<file path="src/rtl/chained_hash_map_engine_macros.svh">
// Assertion macros for the chained hash map engine.
// Used by the top level; no other dependencies.
`ifndef CHAINED_HASH_MAP_ENGINE_MACROS_SVH
`define CHAINED_HASH_MAP_ENGINE_MACROS_SVH

// same-cycle implication
`define CHM_ASSERT_NOW(label, clk, rst, ante, cons, msg) \
   label: assert property (@(posedge clk) disable iff (rst) (ante) |-> (cons)) \
      else $error(msg);

// next-cycle implication
`define CHM_ASSERT_NEXT(label, clk, rst, ante, cons, msg) \
   label: assert property (@(posedge clk) disable iff (rst) (ante) |=> (cons)) \
      else $error(msg);

`endif

</file>
<file path="src/rtl/chm_pkg.sv">
// Shared constants and codes for the chained hash map engine.
// No dependencies.
package chm_pkg;
   localparam int NUM_BUCKETS = 16;
   localparam int NUM_SLOTS   = 64;
   localparam int BKT_W       = 4;   // bucket index
   localparam int SLOT_W      = 6;   // slot address
   localparam int LINK_W      = 7;   // slot index plus null
   localparam int BCNT_W      = 5;   // bucket count register
   localparam int KEY_W       = 32;
   localparam int VAL_W       = 32;

   localparam logic [LINK_W-1:0] NULL_IDX = LINK_W'(NUM_SLOTS);
   localparam logic [BCNT_W-1:0] MAX_BCNT = BCNT_W'(NUM_BUCKETS);

   localparam logic [1:0] FUNC_ADD    = 2'd0;
   localparam logic [1:0] FUNC_REM    = 2'd1;
   localparam logic [1:0] FUNC_GET    = 2'd2;
   localparam logic [1:0] FUNC_UNUSED = 2'd3;

   localparam logic [1:0] ST_OK         = 2'd0;
   localparam logic [1:0] ST_FULL       = 2'd1;
   localparam logic [1:0] ST_NOT_FOUND  = 2'd2;
   localparam logic [1:0] ST_ZERO_VALUE = 2'd3;

   typedef struct packed {
      logic              done;
      logic [BKT_W-1:0]  rem;
   } mod_stat_type;
endpackage

</file>
<file path="src/rtl/chm_mod_unit.sv">
// Iterative remainder unit: 32-bit key modulo a bucket count of 1..16,
// four quotient bits per cycle. Depends on chm_pkg.
module chm_mod_unit import chm_pkg::*; (
   input  logic              clock,
   input  logic              reset,
   input  logic              start,
   input  logic [KEY_W-1:0]  dividend,
   input  logic [BCNT_W-1:0] divisor,
   output mod_stat_type      stat
);
   logic [KEY_W-1:0]  dvd_ff, dvd_in;
   logic [BCNT_W-1:0] div_ff, div_in;
   logic [BCNT_W-1:0] rem_ff, rem_in;
   logic [2:0]        cnt_ff, cnt_in;
   logic              busy_ff, busy_in;
   logic              done_ff, done_in;

   always_comb begin
      logic [BCNT_W-1:0] r;
      r       = rem_ff;
      dvd_in  = dvd_ff;
      div_in  = div_ff;
      rem_in  = rem_ff;
      cnt_in  = cnt_ff;
      busy_in = busy_ff;
      done_in = 1'b0;
      if (start) begin
         dvd_in  = dividend;
         div_in  = divisor;
         rem_in  = '0;
         cnt_in  = '0;
         busy_in = 1'b1;
      end else if (busy_ff) begin
         for (int i = 0; i < 4; i++) begin
            r = {r[BCNT_W-2:0], dvd_ff[KEY_W-1-i]};
            if (r >= div_ff) r = r - div_ff;
         end
         rem_in = r;
         dvd_in = {dvd_ff[KEY_W-5:0], 4'b0};
         cnt_in = cnt_ff + 3'd1;
         if (cnt_ff == 3'd7) begin
            busy_in = 1'b0;
            done_in = 1'b1;
         end
      end
   end

   always_ff @(posedge clock) begin
      dvd_ff <= dvd_in;
      div_ff <= div_in;
      rem_ff <= rem_in;
      cnt_ff <= cnt_in;
      if (reset) begin
         busy_ff <= 1'b0;
         done_ff <= 1'b0;
      end else begin
         busy_ff <= busy_in;
         done_ff <= done_in;
      end
   end

   assign stat.done = done_ff;
   assign stat.rem  = rem_ff[BKT_W-1:0];
endmodule

</file>
<file path="config.mk">
export PLATFORM = sky130hd
export DESIGN_NAME = chm_mod_unit
export DESIGN_NICKNAME = d
export VERILOG_FILES = /design/src/rtl/chained_hash_map_engine_macros.svh /design/src/rtl/chm_pkg.sv /design/src/rtl/chm_mod_unit.sv
export SDC_FILE = /design/constraint.sdc
export NUM_CORES = 1
export LEC_CHECK = 0
export BUFFER_PORTS_ARGS = -buffer_cell sky130_fd_sc_hd__buf_2
export CELL_PAD_IN_SITES_DETAIL_PLACEMENT = 1
export CELL_PAD_IN_SITES_GLOBAL_PLACEMENT = 1
export CORE_AREA = 8 8 87 89
export DETAILED_ROUTE_END_ITERATION = 7
export DIE_AREA = 0 0 95 97
export PLACE_DENSITY_LB_ADDON = 0.15
export SKIP_LAST_GASP = 1
export SLEW_MARGIN = 20
export SYNTH_ARGS = -nofsm -noshare
export SYNTH_HDL_FRONTEND = slang
export SYNTH_SLANG_ARGS = --single-unit
</file>
<file path="constraint.sdc">
create_clock -name clock -period 7.3 [get_ports clock]
set_clock_uncertainty 0.05 [all_clocks]
set_input_delay 0.73 -clock clock [delete_from_list [all_inputs] [get_ports clock]]
set_output_delay 0.73 -clock clock [all_outputs]
set_load 0.02 [all_outputs]
</file>
==> results.md <==
- Overall die height: 97 µm
- Pin count of the biggest net entering global routing: 48
- First-pass GRT wire length: 9.25 mm
- YS warnings: 0
- Worst path required time: 7.46 ns
- Average wire length per cell after detail routing: 15.9 µm
- Number of nets with antenna violations after detailed routing: 0
- Detailed Route Iter0 Violations: 29
- Final critical-path share of the clock period: 0.854
- Most instantiated flip-flop cell in the synthesis netlist: sky130_fd_sc_hd__edfxtp_1
- Total CTS buffers: 5
- VDD IR max: 0.000146 V
- Fin Setup TNS: 0 ns
- Hold Violations, Final: 0
- Clk sinks: 46
- Ant diodes: 0
- Async set-or-reset flop fraction in the synthesized netlist: 0
- Post-synth design cell area: 2720 µm²
- Fraction of the yosys area taken by sequential cells: 0.475
- Global-route congestion overflow total: 0
- Gpl congestion: 0.783
- Drt drc: 0
- Flops & latches, synth: 46
- Die width: 95 µm
- Critical path class: flip-flop to flip-flop
- Vias per cell: 5.23
- Hold buffers post-CTS: 0
- Measured slew at the worst slew-check pin: 0.635 ns
- Max Transition Viols Final: 0
- Hold Path Class: flip-flop to flip-flop
- Post-layout nets: 332
- EDFF count, synth: 37
- Starting density of the core: 0.438
- Max Cap Viol: 0
- Smallest hold slack: 0.464 ns
- Family with the most delay on the worst path: compound AO/OA/AOI/OAI gates
- I/O pin total: 45
- Number of standard cells after synthesis: 220
- Syn-to-layout area delta: 14.2%
- Clock H-tree levels: 2
- Worst Setup End Kind: flip-flop
- CTS tree: done
- Total routing usage reported by global routing: 0.126
- Clock latency on the worst-skew pair: 0.29 ns
- Net count after synthesis: 286
- F_max: 0.160 GHz
- Count of fill cells added during filler insertion: 673
- Setup Fix Bufs, Post-CTS: 0
- Layout cell share with drive strength beyond 1: 0.337
- Overall Power: 1.10 mW
- Avg Inst Size Synth: 12.4 µm²
- Number of setup violations in the final report: 0
- Number of global-route vias before repair: 1959
- Sequential standard cell area: 1290 µm²
- Core Rows: 29
- Clock-pin slew on the worst setup and hold paths: 0.09 ns
- Number of cells in the finished layout apart from fillers: 344
- Total Die Area: 9220 µm²
- Data arrival time at the worst-slack endpoint: 6.40 ns
- Worst slew margin relative to its limit: 0.574
- Area of the core region: 6200 µm²
- Antenna violations before repair: 1
- CP Max Fanout: 6
- Placed Cells incl. Taps: 336
- Cells traversed along the worst timing path: inv_1, ha_1, a21o_1, a31oi_1, o21ai_2, mux2_4, ha_1, a21oi_1, o21ai_0, and4b_1, nor3_1, inv_1, ha_1, nand2_1, o21ai_0, a31oi_1, mux2i_1, ha_1, a21o_1, a21oi_1, o21ai_1, mux2_2, a211oi_1
- Period minus WS final: 6.23 ns
- Worst path bufs/invs: 2
- Post-cts gate resize count: 0
- Worst setup SP type: flip-flop
- Pleak: 1.36 nW
- Buffer type at the clock tree root: sky130_fd_sc_hd__clkbuf_8
- Longest Clk Path Bufs: 2
- PortBufs: 44
- Sum of net half-perimeters after detailed placement: 4.26 mm
- Detailed-routing iteration count for the pre-antenna-repair pass: 4
- Slowest cell on crit path: sky130_fd_sc_hd__nor3_1
- Number of unique standard cell types used by synthesis: 35
- Utilization after layout: 0.501
- Multi-input gate area in the final layout: 1340 µm²
- CP max stage delay: 0.54 ns
- P per Cell Area: 354 nW/µm²
- Vias after detailed routing: 1800
- RSZ-0062 raised after global routing: no
- Outcome: finished clean
- Critical path's most frequent cell: sky130_fd_sc_hd__ha_1
- Aggregate routed wire length: 5.47 mm
placed cells by master (no fill, tap or decap), types with 5 or more instances in the layout:
cell type	instances
sky130_fd_sc_hd__xnor2_1	7
sky130_fd_sc_hd__mux2_2	33
sky130_fd_sc_hd__mux2i_1	6
sky130_fd_sc_hd__ha_1	22
sky130_fd_sc_hd__a21o_1	8
sky130_fd_sc_hd__nand2_1	6
sky130_fd_sc_hd__a21oi_1	13
sky130_fd_sc_hd__clkbuf_8	5
sky130_fd_sc_hd__and2_1	5
sky130_fd_sc_hd__inv_1	17
sky130_fd_sc_hd__dfxtp_1	9
sky130_fd_sc_hd__buf_2	44
sky130_fd_sc_hd__nor2_1	8
sky130_fd_sc_hd__edfxtp_1	37
sequential cells by signal, indices dropped and copies added, names as in the netlist:
name / count
busy_ff: 1
cnt_ff: 3
div_ff: 5
done_ff: 1
dvd_ff: 32
rem_ff: 4
cells by family (layout without fill, tap and decap cells):
family	Yosys count	after routing	synth area share
AOI/OAI and AO/OA	38	38	0.0879
buffers and inverters	24	71	0.0345
DFF	46	46	0.475
adders and majority gates	26	26	0.131
muxes	42	42	0.175
xor gates and xnor gates	9	9	0.0290
and+or+nand+nor	35	35	0.0681
path summary, 6_finish.rpt:
kind	from	end	slack, ns	cells past startpoint
worst max-delay path	div_ff[1]	rem_ff[0]	1.07	23
worst min register to register	cnt_ff[1]	cnt_ff[1]	0.46	2
worst max register to register	div_ff[1]	rem_ff[0]	1.07	23
worst min-delay path	cnt_ff[1]	cnt_ff[1]	0.46	2
Yosys cell counts (2+ instances only):
cell type | count | area, µm²
sky130_fd_sc_hd__nor2_1 | 8 | 30.0
sky130_fd_sc_hd__a21o_1 | 8 | 60.1
sky130_fd_sc_hd__xor2_1 | 2 | 17.5
sky130_fd_sc_hd__nor3_1 | 2 | 10.0
sky130_fd_sc_hd__ha_1 | 22 | 275
sky130_fd_sc_hd__fa_1 | 4 | 80.1
sky130_fd_sc_hd__edfxtp_1 | 37 | 1110
sky130_fd_sc_hd__dfxtp_1 | 9 | 180
sky130_fd_sc_hd__clkbuf_1 | 6 | 22.5
sky130_fd_sc_hd__xnor2_1 | 7 | 61.3
sky130_fd_sc_hd__o21ai_0 | 4 | 20.0
sky130_fd_sc_hd__mux2_4 | 3 | 45.0
sky130_fd_sc_hd__inv_1 | 17 | 63.8
sky130_fd_sc_hd__nand3_1 | 2 | 10.0
sky130_fd_sc_hd__mux2_2 | 33 | 372
sky130_fd_sc_hd__and2_1 | 5 | 31.3
sky130_fd_sc_hd__a211oi_1 | 3 | 22.5
sky130_fd_sc_hd__a21oi_1 | 13 | 65.1
sky130_fd_sc_hd__nand2b_1 | 4 | 25.0
sky130_fd_sc_hd__a31oi_1 | 2 | 12.5
sky130_fd_sc_hd__nand2_1 | 6 | 22.5
sky130_fd_sc_hd__nor2b_1 | 4 | 25.0
sky130_fd_sc_hd__o21ai_1 | 2 | 10.0
sky130_fd_sc_hd__mux2i_1 | 6 | 60.1
cell type report:
| class | count | share of cell area |
|---|---|---|
| inverter | 17 | 0.0205 |
| timing repair buffer | 46 | 0.0757 |
| multi-input combinational | 150 | 0.430 |
| clock inverter | 3 | 0.00524 |
| sequential | 46 | 0.416 |
| clock buffer | 5 | 0.0222 |
| tap | 77 | 0.0310 |
routing by layer:
metal	vias to the layer above	wire (µm)	track usage
li1	895	-	-
met1	861	2340	0.146
met2	34	2730	0.209
met3	8	322	0.0456
met4	2	68	0.0385
met5	-	8	0
power breakdown:
group          total (mW)  leakage, nW  internal (mW)  switching (mW)
Sequential          0.332        0.448          0.316          0.0157
Clock               0.152       0.0416         0.0657          0.0868
Combinational       0.615        0.875          0.302           0.313
tightest hold or removal path: stages (launching register included):
cell                      delay, ns
sky130_fd_sc_hd__dfxtp_1       0.34
sky130_fd_sc_hd__mux2i_1       0.07
sky130_fd_sc_hd__nor2_1        0.07
per-stage QoR:
step	setup WS [ns]	cell area, µm²
2_1_floorplan	1.90	2720
3_3_place_gp	1.17	3020
3_5_place_dp	1.06	3020
4_1_cts	1.00	3110
5_1_grt	0.474	3110
6_report	1.07	3110
No activity file was read; power rests on OpenSTA's default activity.
